File: src/rxft_pkg.sv
// ----------------------------------------------------------------------------
// rxft_pkg
// Shared types and constants for the receive FIFO idle-timeout framer.
// ----------------------------------------------------------------------------
`default_nettype none

package rxft_pkg;

    localparam logic [1:0] OP_RX   = 2'd0;
    localparam logic [1:0] OP_READ = 2'd1;
    localparam logic [1:0] OP_TICK = 2'd2;

    localparam logic [7:0] IDLE_RESET = 8'd5;
    localparam logic [7:0] FULL_TIMER = 8'd1;

    typedef struct packed {
        logic [1:0] op;
        logic [7:0] rx_byte;
    } in_item_t;

    typedef struct packed {
        logic       read_valid;
        logic [7:0] read_data;
        logic       rx_dropped;
        logic       frame_ready;
        logic [7:0] frame_count;
    } out_item_t;

    typedef struct packed {
        logic capture;
        logic execute;
        logic load_out;
    } ctrl_cmd_t;

    typedef struct packed {
        logic out_free;
    } ctrl_status_t;

endpackage

`default_nettype wire

File: src/rxft_ctrl.sv
// ----------------------------------------------------------------------------
// rxft_ctrl
// Sequencer: capture a transfer, execute it, then load the result register.
// ----------------------------------------------------------------------------
`default_nettype none

module rxft_ctrl
(
    input  wire logic                  clk,
    input  wire logic                  rst_n,
    input  wire logic                  in_valid,
    output logic                       in_stall,
    input  wire rxft_pkg::ctrl_status_t status,
    output rxft_pkg::ctrl_cmd_t        cmd
);
    import rxft_pkg::*;

    typedef enum logic [1:0] {
        ST_IDLE,
        ST_EXEC,
        ST_DONE
    } state_t;

    state_t state_reg;
    state_t state_next;
    logic   in_stall_reg;
    logic   in_stall_next;

    always_comb
    begin
        state_next    = state_reg;
        in_stall_next = in_stall_reg;
        case (state_reg)
            ST_IDLE:
            begin
                if (in_valid)
                begin
                    state_next    = ST_EXEC;
                    in_stall_next = 1'b1;
                end
            end
            ST_EXEC:
            begin
                state_next = ST_DONE;
            end
            ST_DONE:
            begin
                if (status.out_free)
                begin
                    state_next    = ST_IDLE;
                    in_stall_next = 1'b0;
                end
            end
            default:
            begin
                state_next    = ST_IDLE;
                in_stall_next = 1'b0;
            end
        endcase
    end

    always_ff @(posedge clk or negedge rst_n)
    begin
        if (!rst_n)
        begin
            state_reg    <= ST_IDLE;
            in_stall_reg <= 1'b0;
        end
        else
        begin
            state_reg    <= state_next;
            in_stall_reg <= in_stall_next;
        end
    end

    assign in_stall     = in_stall_reg;
    assign cmd.capture  = (state_reg == ST_IDLE) && in_valid;
    assign cmd.execute  = (state_reg == ST_EXEC);
    assign cmd.load_out = (state_reg == ST_DONE) && status.out_free;

endmodule

`default_nettype wire

File: src/rxft_datapath.sv
// ----------------------------------------------------------------------------
// rxft_datapath
// Ring buffer, indexes, fill count, idle timer and result register.
// ----------------------------------------------------------------------------
`default_nettype none

module rxft_datapath
#(
    parameter int DEPTH = 128
)
(
    input  wire logic                 clk,
    input  wire logic                 rst_n,
    input  wire rxft_pkg::in_item_t   in_data,
    input  wire logic [7:0]           idle_ticks,
    input  wire rxft_pkg::ctrl_cmd_t  cmd,
    output rxft_pkg::ctrl_status_t    status,
    output logic                      out_valid,
    input  wire logic                 out_stall,
    output rxft_pkg::out_item_t       out_data
);
    import rxft_pkg::*;

    localparam int AW = (DEPTH > 1) ? $clog2(DEPTH) : 1;
    localparam int CW = $clog2(DEPTH + 1);
    localparam logic [AW-1:0] LAST_SLOT = AW'(DEPTH - 1);
    localparam logic [CW-1:0] FULL_CNT  = CW'(DEPTH);
    localparam logic [CW-1:0] ALMOST    = CW'(DEPTH - 1);

    logic [7:0]    mem [DEPTH];
    logic [7:0]    rdata_reg;

    logic [1:0]    op_reg;
    logic [7:0]    byte_reg;
    logic [AW-1:0] wr_idx_reg;
    logic [AW-1:0] rd_idx_reg;
    logic [CW-1:0] count_reg;
    logic [7:0]    timer_reg;

    logic          res_valid_reg;
    logic          res_drop_reg;
    logic          res_ready_reg;
    logic [7:0]    res_count_reg;

    out_item_t     out_reg;
    logic          out_valid_reg;

    logic          do_write;
    logic          do_read;
    logic          do_tick;

    assign do_write = cmd.execute && (op_reg == OP_RX) && (count_reg != FULL_CNT);
    assign do_read  = cmd.execute && (op_reg == OP_READ) && (count_reg != '0);
    assign do_tick  = cmd.execute && (op_reg == OP_TICK) && (timer_reg != 8'd0);

    always_ff @(posedge clk)
    begin
        if (cmd.capture)
        begin
            op_reg   <= in_data.op;
            byte_reg <= in_data.rx_byte;
        end
    end

    always_ff @(posedge clk)
    begin
        if (do_write)
        begin
            mem[wr_idx_reg] <= byte_reg;
        end
        if (do_read)
        begin
            rdata_reg <= mem[rd_idx_reg];
        end
    end

    always_ff @(posedge clk or negedge rst_n)
    begin
        if (!rst_n)
        begin
            wr_idx_reg <= '0;
            rd_idx_reg <= '0;
            count_reg  <= '0;
            timer_reg  <= 8'd0;
        end
        else
        begin
            if (do_write)
            begin
                wr_idx_reg <= (wr_idx_reg == LAST_SLOT) ? '0 : wr_idx_reg + 1'b1;
                count_reg  <= count_reg + 1'b1;
                timer_reg  <= (count_reg == ALMOST) ? FULL_TIMER : idle_ticks;
            end
            else if (do_read)
            begin
                rd_idx_reg <= (rd_idx_reg == LAST_SLOT) ? '0 : rd_idx_reg + 1'b1;
                count_reg  <= count_reg - 1'b1;
            end
            else if (do_tick)
            begin
                timer_reg <= timer_reg - 8'd1;
            end
        end
    end

    always_ff @(posedge clk)
    begin
        if (cmd.execute)
        begin
            res_valid_reg <= do_read;
            res_drop_reg  <= (op_reg == OP_RX) && (count_reg == FULL_CNT);
            res_ready_reg <= do_tick && (timer_reg == 8'd1);
            res_count_reg <= (do_tick && (timer_reg == 8'd1)) ? 8'(count_reg) : 8'd0;
        end
    end

    always_ff @(posedge clk or negedge rst_n)
    begin
        if (!rst_n)
        begin
            out_valid_reg <= 1'b0;
        end
        else if (cmd.load_out)
        begin
            out_valid_reg <= 1'b1;
        end
        else if (!out_stall)
        begin
            out_valid_reg <= 1'b0;
        end
    end

    always_ff @(posedge clk)
    begin
        if (cmd.load_out)
        begin
            out_reg.read_valid  <= res_valid_reg;
            out_reg.read_data   <= res_valid_reg ? rdata_reg : 8'd0;
            out_reg.rx_dropped  <= res_drop_reg;
            out_reg.frame_ready <= res_ready_reg;
            out_reg.frame_count <= res_count_reg;
        end
    end

    assign status.out_free = !out_valid_reg || !out_stall;
    assign out_valid       = out_valid_reg;
    assign out_data        = out_reg;

endmodule

`default_nettype wire

File: src/rx_fifo_idle_timeout_framer.sv
// An input transfer is captured, executed into the result registers, then loaded into the output register.
// Items are handled one at a time (capture, execute with buffer access, result load);
// the single-port buffer read is registered, which sets the execute-to-result step.
// An output stall holds the result load, and with it the next input, until the register frees.
// Reset: rst_n is asynchronous, active low; buffer empty, idle timer zero, idle_ticks 5.
// Buffer contents are not cleared by reset.
// ----------------------------------------------------------------------------
// rx_fifo_idle_timeout_framer
// Receive FIFO that flags a frame after a programmable idle time.
// ----------------------------------------------------------------------------
`default_nettype none

module rx_fifo_idle_timeout_framer
#(
    parameter int DEPTH = 128
)
(
    input  wire logic                clk,
    input  wire logic                rst_n,
    input  wire logic                cfg_we,
    input  wire logic [7:0]          cfg_wdata,
    input  wire logic                in_valid,
    output logic                     in_stall,
    input  wire rxft_pkg::in_item_t  in_data,
    output logic                     out_valid,
    input  wire logic                out_stall,
    output rxft_pkg::out_item_t      out_data
);
    import rxft_pkg::*;

    logic         [7:0] idle_ticks_reg;
    ctrl_cmd_t          cmd;
    ctrl_status_t       status;

    always_ff @(posedge clk or negedge rst_n)
    begin
        if (!rst_n)
        begin
            idle_ticks_reg <= IDLE_RESET;
        end
        else if (cfg_we)
        begin
            idle_ticks_reg <= cfg_wdata;
        end
    end

    rxft_ctrl u_ctrl
    (
        .clk      (clk),
        .rst_n    (rst_n),
        .in_valid (in_valid),
        .in_stall (in_stall),
        .status   (status),
        .cmd      (cmd)
    );

    rxft_datapath #(
        .DEPTH (DEPTH)
    ) u_datapath
    (
        .clk        (clk),
        .rst_n      (rst_n),
        .in_data    (in_data),
        .idle_ticks (idle_ticks_reg),
        .cmd        (cmd),
        .status     (status),
        .out_valid  (out_valid),
        .out_stall  (out_stall),
        .out_data   (out_data)
    );

endmodule

`default_nettype wire

File: config.mk
export PLATFORM = sky130hd
export DESIGN_NAME = rx_fifo_idle_timeout_framer
export DESIGN_NICKNAME = d
export VERILOG_FILES = /design/src/rxft_pkg.sv /design/src/rxft_ctrl.sv /design/src/rxft_datapath.sv /design/src/rx_fifo_idle_timeout_framer.sv
export SDC_FILE = /design/constraint.sdc
export NUM_CORES = 1
export LEC_CHECK = 0
export CAP_MARGIN = 30
export CORE_ASPECT_RATIO = 0.6
export CORE_MARGIN = 5
export CORE_UTILIZATION = 40
export DETAILED_ROUTE_END_ITERATION = 8
export DONT_BUFFER_PORTS = 1
export HOLD_SLACK_MARGIN = 0.06
export SYNTH_ARGS = -nofsm -noshare
export SYNTH_HDL_FRONTEND = slang
export SYNTH_SLANG_ARGS = --single-unit
export TNS_END_PERCENT = 10
File: constraint.sdc
create_clock -name clk -period 3 [get_ports clk]
set_input_delay 0.3 -clock clk [delete_from_list [all_inputs] [get_ports clk]]
set_output_delay 0.3 -clock clk [all_outputs]
set_load 0.01 [all_outputs]
# After elaboration in Yosys (flattened, before gate mapping)
# Memory sizes are Yosys's and may differ from the RTL's. A register that Yosys moved wholly into a read port is not among the register bits.
# Cells that the tools add are included.
[classes] eq_ne=14 reduce_logical=23 n_mux=18 addsub=5 n_bitwise=2
[ops] op="$mux W8" count=6
[ops] op="$reduce_bool A8 Y1" count=2
[ops] op="$sub A8 B1 Y8 const B" count=2
[ops] op="$add A7 B1 Y7 const B" count=2
[ops] op="$eq A7 B7 Y1 const B" count=2
[ops] op="$mux W7" count=2
[ops] op="$logic_and A1 B1 Y1" count=10
[ops] op="$add A8 B1 Y8 const B" count=1
[ops] op="$eq A8 B1 Y1 const B" count=1
[ops] op="$eq A8 B7 Y1 const B" count=1
[ops] op="$eq A8 B8 Y1 const B" count=1
[ops] op="$ne A8 B8 Y1 const B" count=1
[ops] op="$mux W1" count=6
[ops] op="$ne A2 B1 Y1 const B" count=3
[ops] op="$pmux W2 S3" count=1
[ops] op="$reduce_and A2 Y1" count=3
[ops] op="$eq A2 B1 Y1 const B" count=2
[ops] op="$eq A2 B2 Y1 const B" count=2
[ops] op="$logic_not A2 Y1" count=2
[ops] op="$mux W2" count=2
[ops] op="$reduce_bool A2 Y1" count=2
[ops] op="$pmux W1 S3" count=1
[ops] op="$reduce_and A3 Y1" count=1
[ops] op="$logic_not A1 Y1" count=2
[ops] op="3 further kinds" count=4
[totals] ramBits=1024 register_bits=82 mem_count=1 wordCells=82 inputBits=23
[memory_table] name="u_datapath.mem" depth=128 width=8 rd=1 rd_clocked_by_memory_dff=1 wr=1 line_no="rxft_datapath.sv:30" rtl="logic [7:0] mem [DEPTH];"

# Longest topological paths before layout
# Gate-level depths: netlist of run 1.
[depth] word_depth=6 mapped_depth=10 ltp_nobuf=9

# Hierarchy
# From an unflattened synthesis of run 1, not the netlist that was laid out.
[unflattened] hier_cells=2180 area_unflattened_um2=43835.8
[modules_own_cells] mod="rxft_datapath" instances=1 area_each_um2=43356.6 cells_each=2149 seq_area_each_um2=32966.6
[modules_own_cells] mod="rx_fifo_idle_timeout_framer" instances=1 area_each_um2=334.1 cells_each=17 seq_area_each_um2=202.7
[modules_own_cells] mod="rxft_ctrl" instances=1 area_each_um2=145.1 cells_each=14 seq_area_each_um2=75.1

# Least setup slack after synthesis of run 1
# OpenSTA, ideal clock, no wires.
[synth_path] kind="reg-to-reg" start="reg u_ctrl.state_reg[1]" end="reg u_datapath.count_reg[6]" path_stages_with_launch=11 path_slack_ns=-0.085 arrival_ns=2.939 setup_time_ns=0.145 required_time_ns=2.855 path_buffers=1 path_cell_list="dfrtp_1 or4b_4 a31oi_4 inv_4 buf_4 fa_1 a21o_1 a21oi_1 o21ai_0 a2111oi_0 a221oi_1"
[synth_via] elab_chain_len=4 word_cells_on_any_way=7 classes_between="1 x eq/ne; 1 x mux; 5 x reduce/logical"
[synth_rtl] item="start: declaration" line_no="rxft_ctrl.sv:24" rtl="state_t state_reg;"
[synth_rtl] item="start signal: assignment" line_no="rxft_ctrl.sv:71" rtl="state_reg <= state_next;"
[synth_rtl] item="$eq A2 B1 Y1 (*)" line_no="rxft_ctrl.sv:78" rtl="assign cmd.execute = (state_reg == ST_EXEC);"
[synth_rtl] item="$logic_and A1 B1 Y1, on equally long branches (2 in series)" line_no="rxft_datapath.sv:52, rxft_datapath.sv:53"
[synth_rtl] item="$mux W8 or $reduce_bool A2 Y1 (tied branches)"
[synth_rtl] item="end signal: assignment" line_no="rxft_datapath.sv:91" rtl="count_reg <= count_reg + 1'b1;"
[synth_rtl] item="end signal: assignment" line_no="rxft_datapath.sv:97" rtl="count_reg <= count_reg - 1'b1;"
[synth_rtl] item="end: declaration" line_no="rxft_datapath.sv:37" rtl="logic [CW-1:0] count_reg;"
# Mark *: on every way between the ends. The rest lies on a longest branch, timed or not.
# A chain may end at the register's enable or synchronous reset.

==> impl_metrics.env, run 1 <==
export IMPL_period_share=0.973
export IMPL_hold_viol=0
export IMPL_setup_violations=0
export IMPL_place_ws_ns=-0.193
export IMPL_endpoint_kind="flop"
export IMPL_largest_reg_flops=1024
export IMPL_crit_arrival_ns=3.36
export IMPL_worst_slack_ns=0.0796
export IMPL_drtIter0Drc=3138
export IMPL_cts_buffers=95
export IMPL_synth_fp_nets=2217
export IMPL_ant_nets=0
export IMPL_place_inst=3824
export IMPL_placed_cell_area_um2=47600
export IMPL_grt_use_met1=0.307
export IMPL_drive_above_1_share=0.280
export IMPL_critPathKind="flop to flop"
export IMPL_cp_start_kind="flop"
export IMPL_grtUsageMet3=0.0566
export IMPL_synthArstFlopShare=0.0377
export IMPL_die_h_um=266
export IMPL_synth_warnings=0
export IMPL_rr_worst_depth=8
export IMPL_antenna_found_initial=4
export IMPL_hold_class="primary input to asynchronous set/reset pin"
export IMPL_cts_sinks=1114
export IMPL_max_slew_margin_rel=0.352
export IMPL_finalWirelength_um=114000
export IMPL_critical_path_max_fanout=19
export IMPL_cts_tree="yes"
export IMPL_slew_violations=0
export IMPL_worst_r2r_setup_slack_ns=0.08
export IMPL_leakage_nw=16.7
export IMPL_grt_usage=0.194
export IMPL_diodes=0
export IMPL_dp_hpwl_um=73900
export IMPL_power_density_nw_per_um2=828
export IMPL_skew_ns=0.0227
export IMPL_synth_seq_cells=1114
export IMPL_max_freq_ghz=0.342
export IMPL_synth_edff_count=1072
export IMPL_worstMarginPinSlew_ns=0.965
export IMPL_dieWidth_um=437
export IMPL_wl_per_cell_um=28.3
export IMPL_clockBufferDepth=3
export IMPL_cts_root_buf="clkbuf_16"
export IMPL_via_per_inst=5.78
export IMPL_total_power_mw=42.3
export IMPL_status="complete, no violations"
export IMPL_numPortBuffers=0
export IMPL_syn_area_um2=43700
export IMPL_final_cell_area_um2=51100
export IMPL_h_tree_depth=3
export IMPL_start_util=0.401
export IMPL_use_met2=0.261
export IMPL_syn_inst=2182
export IMPL_reg2reg_to="u_datapath.rdata_reg[0]"
export IMPL_syn_to_final_growth_pct=16.8
export IMPL_clkLatencyLatePin_ns=0.69
export IMPL_core_um2=109000
export IMPL_grt_setup_unrepaired="yes"
export IMPL_endpoint="u_datapath.rdata_reg[0]"
export IMPL_pin_count=44
export IMPL_drt_pass1_iterations=7
export IMPL_synth_distinct_cells=82
export IMPL_gp_congestion=0.860
export IMPL_grt_pass1_vias=22892
export IMPL_syn_area_per_cell_um2=20.0
export IMPL_clk_pin_slew_ns=0.07
export IMPL_drc=0
export IMPL_min_period_ns=2.92
export IMPL_grt_busiest_layer="met1"
export IMPL_ys_seq_area_frac=0.760
export IMPL_final_cell_mix="1072 x edfxtp_1, 285 x buf_4, 209 x mux4_2"
export IMPL_final_common_cell="edfxtp_1"
export IMPL_ir_drop_mv=0.515
export IMPL_grt_ovfl_total=0
export IMPL_via_count=23229
export IMPL_grt_max_degree=129
export IMPL_r2r_start="u_datapath.rd_idx_reg[0]"
export IMPL_grt_pass1_wl_um=164000
export IMPL_die_area_um2=116000
export IMPL_yosys_most_used_dff="edfxtp_1"
export IMPL_cap_violations=0
export IMPL_top_register="u_datapath.mem"
export IMPL_rows=94
export IMPL_startpoint="u_datapath.rd_idx_reg[0]"
export IMPL_stdcell_count=4020
export IMPL_nets=2542
export IMPL_crit_required_ns=3.44
worst min-delay path by stage:
| stage | endpoint | cells past startpoint | slack (ns) |
|---|---|---|---|
| 6_report | u_datapath.rd_idx_reg[1] | 2 | 0.17 |
| 5_1_grt | u_datapath.rd_idx_reg[1] | 2 | 0.16 |
| 4_1_cts | u_datapath.rd_idx_reg[1] | 2 | 0.11 |
| 3_5_place_dp | idle_ticks_reg[3] | 0 | 0.005 |
| 3_3_place_gp | idle_ticks_reg[1] | 0 | 0.005 |
| 2_1_floorplan | idle_ticks_reg[1] | 0 | 0.004 |
power breakdown:
part           switching (mW)  internal (mW)
Sequential              0.484           17.7
Combinational            6.33           5.26
Clock                    5.50           7.01
Total                    12.3           30.0
cell families (layout without fill, tap and decap cells):
kind of cell,Yosys count,count (layout),synth area share
flip-flops,1114,1114,0.760
AND/OR/NAND/NOR,341,341,0.0386
multiplexers,332,332,0.137
AO/OA/AOI/OAI,236,236,0.0401
buffers and inverters,132,530,0.0171
XOR/XNOR,15,15,0.00300
adder cells (fa/ha/maj),12,12,0.00360
cell type report:
cell class	instances	area [um2]
fillers	8988	57900
repair buffers	343	3060
flip-flops and latches	1114	33300
inverters	17	66.3
clock inverters	49	509
multi-input cells	936	9790
clock buffers	121	2610
well taps	1440	1800
stage by stage:
step,TNS (ns),hold WS [ns],util
final,0,0.171,0.469
after global routing,-0.0155,0.156,0.469
after CTS,0,0.112,0.468
after detailed placement,-0.337,0.00542,0.437
after global placement,-0.561,0.00549,0.437
after floorplan,0,0.00441,-
synthesized netlist by cell type (5+ instances only):
master	n	share of area
ha_1	11	0.0031
a32oi_1	7	0.0014
buf_6	13	0.0033
clkbuf_1	35	0.0030
a221o_1	5	0.0011
a31oi_1	6	0.00086
a22oi_1	24	0.0041
buf_2	35	0.0040
buf_4	23	0.0039
nor2b_1	17	0.0024
inv_1	14	0.0012
a21o_1	6	0.0010
nand2_1	54	0.0046
nor2_1	164	0.014
o21ai_0	14	0.0016
and2_1	17	0.0024
nand2b_1	9	0.0013
mux4_2	209	0.11
a211oi_1	18	0.0031
mux2i_1	100	0.023
a22o_1	10	0.0020
nor3b_1	7	0.0012
buf_1	7	0.00060
nor3_1	17	0.0019
mux2_2	20	0.0051
o22ai_1	32	0.0046
a221oi_1	5	0.0010
nor4_1	6	0.00086
dfrtp_1	40	0.023
o211ai_1	5	0.00086
nand3_1	12	0.0014
a2111oi_0	14	0.0028
a211o_1	6	0.0012
xnor2_1	12	0.0024
a21oi_1	33	0.0038
edfxtp_1	1072	0.74
o221ai_1	25	0.0050
critical path, stage by stage, from the launching register on:
cell and delay, ns:
dfrtp_4 0.51, buf_12 0.16, buf_12 0.16, buf_4 0.20, a2111oi_0 0.57, buf_4 0.22
a2111oi_0 0.07, or4_1 0.57, o32a_1 0.19
layer usage:
metal  vias to the layer above  routed length [um]  part of all wire
met5                         -                  13           0.00011
met4                         2                2460             0.022
met3                       169               12300              0.11
met2                      1189               46400              0.41
met1                     12201               52500              0.46
li1                       9668                   -                 -
timing repair:
action                                 CTS  global route
setup endpoints to repair                4             4
endpoints found under the hold margin   93             0
gates resized for setup                  1             6
buffers inserted                         3             0
hold buffers                            23             0
No activity file was read; power rests on OpenSTA's default activity.
==> inputs of run 2 (changes only) <==
MAX_ROUTING_LAYER = met4   (was not set)
REMOVE_ABC_BUFFERS = 1   (was not set)
clock period = 2.8 ns   (was 3 ns; I/O delays follow)
==> impl_metrics.env, run 2 (synthesis gave the netlist of run 1 again) <==
export IMPL_rows=94
export IMPL_power_density_nw_per_um2=879
export IMPL_clkLatencyLatePin_ns=0.70
export IMPL_nets=2593
export IMPL_largest_reg_flops=1024
export IMPL_worstMarginPinSlew_ns=1.05
export IMPL_finalWirelength_um=116000
export IMPL_max_slew_margin_rel=0.302
export IMPL_die_area_um2=116000
export IMPL_slowest_stage="or4b_4"
export IMPL_grt_setup_unrepaired="yes"
export IMPL_drt_pass1_iterations=6
export IMPL_ant_nets=0
export IMPL_diodes=0
export IMPL_dp_hpwl_um=77000
export IMPL_worst_path_buf_inv=1
export IMPL_max_stage_delay_ns=0.55
export IMPL_top_register="u_datapath.mem"
export IMPL_total_power_mw=45.3
export IMPL_critPathKind="flop to flop"
export IMPL_ir_drop_mv=0.458
export IMPL_via_count=23629
export IMPL_grt_usage=0.205
export IMPL_cap_violations=0
export IMPL_crit_arrival_ns=3.40
export IMPL_grt_pass1_vias=23002
export IMPL_place_ws_ns=-0.243
export IMPL_numPortBuffers=0
export IMPL_crit_required_ns=3.35
export IMPL_endpoint_kind="flop"
export IMPL_fin_hold_ws_ns=0.151
export IMPL_utilization=0.473
export IMPL_grt_pass1_wl_um=167000
export IMPL_post_cts_setup_buffers=0
export IMPL_min_period_ns=2.85
export IMPL_die_h_um=266
export IMPL_worst_slack_ns=-0.0460
export IMPL_crit_family="compound AO/OA/AOI/OAI gates"
export IMPL_drive_above_1_share=0.294
export IMPL_antenna_found_initial=1
export IMPL_final_cell_mix="1072 x edfxtp_1, 330 x buf_4, 209 x mux4_2"
export IMPL_start_util=0.401
export IMPL_leakage_nw=16.9
export IMPL_critical_path_max_fanout=3
export IMPL_grt_ovfl_total=0
export IMPL_max_freq_ghz=0.351
export IMPL_gp_congestion=0.892
export IMPL_h_tree_depth=3
export IMPL_core_um2=109000
export IMPL_grt_max_degree=129
export IMPL_fin_tns_setup_ns=-0.0460
export IMPL_drtIter0Drc=3307
export IMPL_drc=0
export IMPL_final_common_cell="edfxtp_1"
export IMPL_crit_chain="or4b_4 -> a31oi_4 -> inv_4 -> fa_1 -> a21o_1 -> a21oi_1 -> o21ai_0 -> a2111oi_1 -> a221oi_1"
export IMPL_slew_violations=0
export IMPL_violations="setup timing"
export IMPL_cts_buffers=98
export IMPL_hold_class="primary input to asynchronous set/reset pin"
export IMPL_cts_root_buf="clkbuf_16"
export IMPL_cp_start_kind="flop"
export IMPL_via_per_inst=5.80
export IMPL_clockBufferDepth=3
export IMPL_syn_to_final_growth_pct=17.9
export IMPL_setup_violations=1
export IMPL_period_share=1.02
export IMPL_wl_per_cell_um=28.5
export IMPL_cts_tree="yes"
export IMPL_nFillCells=8923
export IMPL_pin_count=44
export IMPL_clk_pin_slew_ns=0.07
export IMPL_hold_viol=0
export IMPL_dieWidth_um=437
export IMPL_cts_sinks=1114
export IMPL_status="finished with violations"
export IMPL_skew_ns=0.0363
## run 2: cell types whose count changed in the layout (fill, tap and decap cells not counted), moves of 2 or more
cell | previous run | this run
a21oi_1 | 32 | 30
clkinvlp_4 | 4 | 2
a21oi_2 | 1 | 3
clkinv_2 | 18 | 13
a22oi_1 | 24 | 22
inv_6 | 3 | 5
a2111oi_2 | 1 | 7
clkinv_1 | 13 | 23
buf_6 | 0 | 2
a22oi_2 | 0 | 2
a2111oi_0 | 11 | 5
buf_4 | 285 | 330
clkbuf_1 | 17 | 19
## run 2: cell type report
| type | instances | area, um2 | share of cell area |
|---|---|---|---|
| clock inverters | 54 | 536 | 0.0104 |
| repair buffers | 391 | 3440 | 0.0667 |
| multi-input cells | 936 | 9830 | 0.191 |
| inverters | 17 | 66.3 | 0.00129 |
| well taps | 1440 | 1800 | 0.0350 |
| clock buffers | 123 | 2620 | 0.0508 |
| flip-flops and latches | 1114 | 33300 | 0.645 |
## run 2: what timing repair did
action,CTS,global route
resized for setup,8,15
hold buffers,23,0
endpoints found under the hold margin,85,0
pin swaps,1,1
cloned,0,0
setup endpoints to repair,5,10
## run 2: final timing paths
check,from,endpoint,slack [ns],cells past startpoint
worst max-delay path,u_datapath.op_reg[0],u_datapath.count_reg[6],-0.05,9
worst min-delay path,rst_n,u_datapath.rd_idx_reg[4],0.15,2
worst max register to register,u_datapath.op_reg[0],u_datapath.count_reg[6],-0.05,9
worst min register to register,u_datapath.res_count_reg[1],u_datapath.out_data[1],0.42,0
max in group asynchronous,rst_n,idle_ticks_reg[2],2.36,2
min in group clk,in_data[4],u_datapath.byte_reg[4],0.21,1
## run 2: metal layers
| metal | part of all wire | global-route usage | wire length (um) |
|---|---|---|---|
| met2 | 0.39 | 0.252 | 45100 |
| met1 | 0.47 | 0.322 | 54400 |
| met4 | 0.020 | 0.0431 | 2350 |
| met3 | 0.12 | 0.0697 | 14400 |
| met5 | 0 | - | 0 |
## run 2: stage by stage
stage | std cells | instance area [um2]
after floorplan | 2067 | 43100
after global placement | 3873 | 48100
after detailed placement | 3874 | 48100
after CTS | 4074 | 51500
after global routing | 4075 | 51600
final | 4075 | 51600
## run 2: power by group
group	internal [mW]	switching (mW)	total, mW
sequential	19.0	0.515	19.5
clock	7.55	6.01	13.6
combinational	5.52	6.73	12.2
total	32.1	13.3	45.3
==> inputs of run 3 (changes only) <==
SYNTH_HIERARCHICAL = 1   (was not set)
==> impl_metrics.env, run 3 <==
export IMPL_status="finished with violations"
export IMPL_violations="setup timing"
export IMPL_cts_sinks=1114
export IMPL_diodes=0
export IMPL_hold_viol=0
export IMPL_via_count=22968
export IMPL_place_inst=3736
export IMPL_final_cell_area_um2=51600
export IMPL_antenna_found_initial=4
export IMPL_grt_ovfl_total=0
export IMPL_cts_buffers=98
export IMPL_max_slew_margin_rel=0.295
export IMPL_grt_pass1_wl_um=163000
export IMPL_grt_pass1_vias=22703
export IMPL_grt_setup_unrepaired="yes"
export IMPL_slew_violations=0
export IMPL_placed_cell_area_um2=47200
export IMPL_endpoint_kind="flop"
export IMPL_period_share=1.01
export IMPL_synthArstFlopShare=0.0377
export IMPL_dieWidth_um=437
export IMPL_finalWirelength_um=113000
export IMPL_cap_violations=0
export IMPL_ant_nets=0
export IMPL_min_period_ns=2.84
export IMPL_gp_congestion=0.884
export IMPL_drc=0
export IMPL_cts_root_buf="clkbuf_16"
export IMPL_crit_family="compound AO/OA/AOI/OAI gates"
export IMPL_r2r_start="u_datapath/rd_idx_reg[0]"
export IMPL_synth_warnings=6
export IMPL_synth_area_leaders="edfxtp_1 73%, mux4_2 11%, dfrtp_1 2.3%, mux2i_1 2.1%, nor2_1 1.5%"
export IMPL_yosys_cell_count_top_type="edfxtp_1"
export IMPL_wl_per_cell_um=28.5
export IMPL_min_to="u_datapath/byte_reg[4]"
export IMPL_max_freq_ghz=0.352
export IMPL_top_register="u_datapath/mem"
export IMPL_seqPwrFrac=0.412
export IMPL_power_density_nw_per_um2=913
export IMPL_reg2reg_to="u_datapath/rdata_reg[0]"
export IMPL_worstHoldStart="in_data[4]"
export IMPL_die_h_um=266
export IMPL_p_clk_frac=0.293
export IMPL_critPathKind="flop to flop"
export IMPL_crit_required_ns=3.35
export IMPL_final_common_cell="edfxtp_1"
export IMPL_syn_to_final_growth_pct=17.7
export IMPL_skew_ns=0.0281
export IMPL_largest_reg_flops=1024
export IMPL_cp_start_kind="flop"
export IMPL_crit_arrival_ns=3.39
export IMPL_stdcell_count=3967
export IMPL_core_um2=109000
export IMPL_synth_top_area_share=0.734
export IMPL_ys_seq_area_frac=0.758
export IMPL_utilization=0.473
export IMPL_clk_pin_slew_ns=0.07
export IMPL_post_synth_top_area_cell="edfxtp_1"
export IMPL_drive_above_1_share=0.317
export IMPL_yosys_most_used_dff="edfxtp_1"
export IMPL_crit_chain="buf_12 -> buf_4 -> buf_12 -> mux4_2 -> a22oi_1 -> buf_4 -> a211oi_1 -> o32a_1"
export IMPL_dp_hpwl_um=75200
export IMPL_max_stage_delay_ns=0.77
export IMPL_worst_path_buf_inv=4
export IMPL_cts_tree="yes"
export IMPL_worstMarginPinSlew_ns=1.06
export IMPL_whs_path_depth=1
export IMPL_syn_inst=2180
export IMPL_slowest_stage="a211oi_1"
export IMPL_grt_max_degree=129
export IMPL_setup_violations=2
export IMPL_drt_pass1_iterations=5
export IMPL_ir_drop_mv=0.558
export IMPL_ys_top_cells_by_count="1072 x edfxtp_1, 220 x mux4_2, 170 x nor2_1, 90 x mux2i_1, 64 x nand2_1"
export IMPL_start_util=0.402
export IMPL_p_comb_frac=0.295
export IMPL_rr_worst_depth=8
export IMPL_nets=2484
export IMPL_via_per_inst=5.79
export IMPL_p_int_mw=33.4
export IMPL_critical_path_max_fanout=18
export IMPL_grt_usage=0.199
export IMPL_worst_r2r_setup_slack_ns=-0.04
export IMPL_drtIter0Drc=3187
export IMPL_p_switching_mw=13.7
export IMPL_fin_tns_setup_ns=-0.0626
export IMPL_clockBufferDepth=3
export IMPL_swShare=0.291
export IMPL_synth_edff_count=1072
export IMPL_die_area_um2=117000
export IMPL_numPortBuffers=0
export IMPL_worst_slack_ns=-0.0415
export IMPL_pin_count=44
export IMPL_synth_seq_cells=1114
export IMPL_final_cell_mix="1072 x edfxtp_1, 221 x mux4_2, 188 x buf_4"
export IMPL_synth_distinct_cells=88
export IMPL_leakage_nw=16.5
export IMPL_hold_class="primary input to flop"
export IMPL_syn_area_per_cell_um2=20.1
export IMPL_syn_area_um2=43800
export IMPL_h_tree_depth=3
export IMPL_clkLatencyLatePin_ns=0.69
export IMPL_rows=94
[run 3: cell families after synthesis]
kind of cell / after synthesis / share of synthesized area
simple gates: 365 / 0.0395
buf+inv: 128 / 0.0190
flops: 1114 / 0.758
compound gates: 214 / 0.0349
xor+xnor: 15 / 0.00300
mux: 332 / 0.142
fa+ha+maj: 12 / 0.00360
[run 3: how the worst max path moves through the flow]
| stage | from | end | slack (ns) | depth (start not counted) |
|---|---|---|---|---|
| final | u_datapath/rd_idx_reg[0] | u_datapath/rdata_reg[0] | -0.04 | 8 |
| after global routing | u_datapath/count_reg[4] | u_datapath/count_reg[6] | -0.14 | 10 |
| after CTS | u_datapath/rd_idx_reg[1] | u_datapath/rdata_reg[2] | -0.02 | 8 |
| after detailed placement | u_datapath/count_reg[4] | u_datapath/count_reg[7] | -0.16 | 9 |
| after global placement | u_datapath/count_reg[4] | u_datapath/count_reg[7] | -0.18 | 9 |
| after floorplan | u_datapath/rd_idx_reg[0] | u_datapath/rdata_reg[3] | -8.35 | 6 |
[run 3: area by class of cell]
cell class	count	area [um2]
multi-input cells	938	10200
well taps	1440	1800
flip-flops and latches	1114	33300
clock inverters	57	596
inverters	12	45.0
fillers	8956	57500
clock buffers	121	2660
repair buffers	285	3030
[run 3: per-layer routing]
metal	global-route usage	vias up	wire, um
li1	-	9488	-
met1	0.309	12109	50200
met2	0.261	1227	47000
met3	0.0559	144	14100
met4	0.0398	0	1960
met5	-	-	0
[run 3: repair_timing]
action                                 in CTS  in global routing
gates cloned                                0                  3
buffers inserted                            3                 13
pin swaps                                   2                 13
setup endpoints to repair                  33                800
endpoints found under the hold margin      72                  0
hold buffers                               32                  0
gates resized for setup                    19                141
[run 3: per-stage QoR]
step                power (mW)  setup slack, ns  hold slack (ns)
floorplan                 24.9            -8.35          -0.0156
global placement          32.6           -0.184          -0.0146
detailed placement        32.7           -0.160          -0.0139
CTS                       46.7          -0.0216            0.159
global route              49.0           -0.140            0.179
finish                    47.1          -0.0415            0.227
[run 3: power groups by stage]
stage                     sequential (mW)  combinational [mW]  clock [mW]
final                                19.4                13.9        13.8
after global routing                 19.5                14.6        14.9
after global placement               19.8                12.8           0
after floorplan                      20.6                4.30           0
after detailed placement             19.8                12.9           0
after CTS                            19.4                13.1        14.1
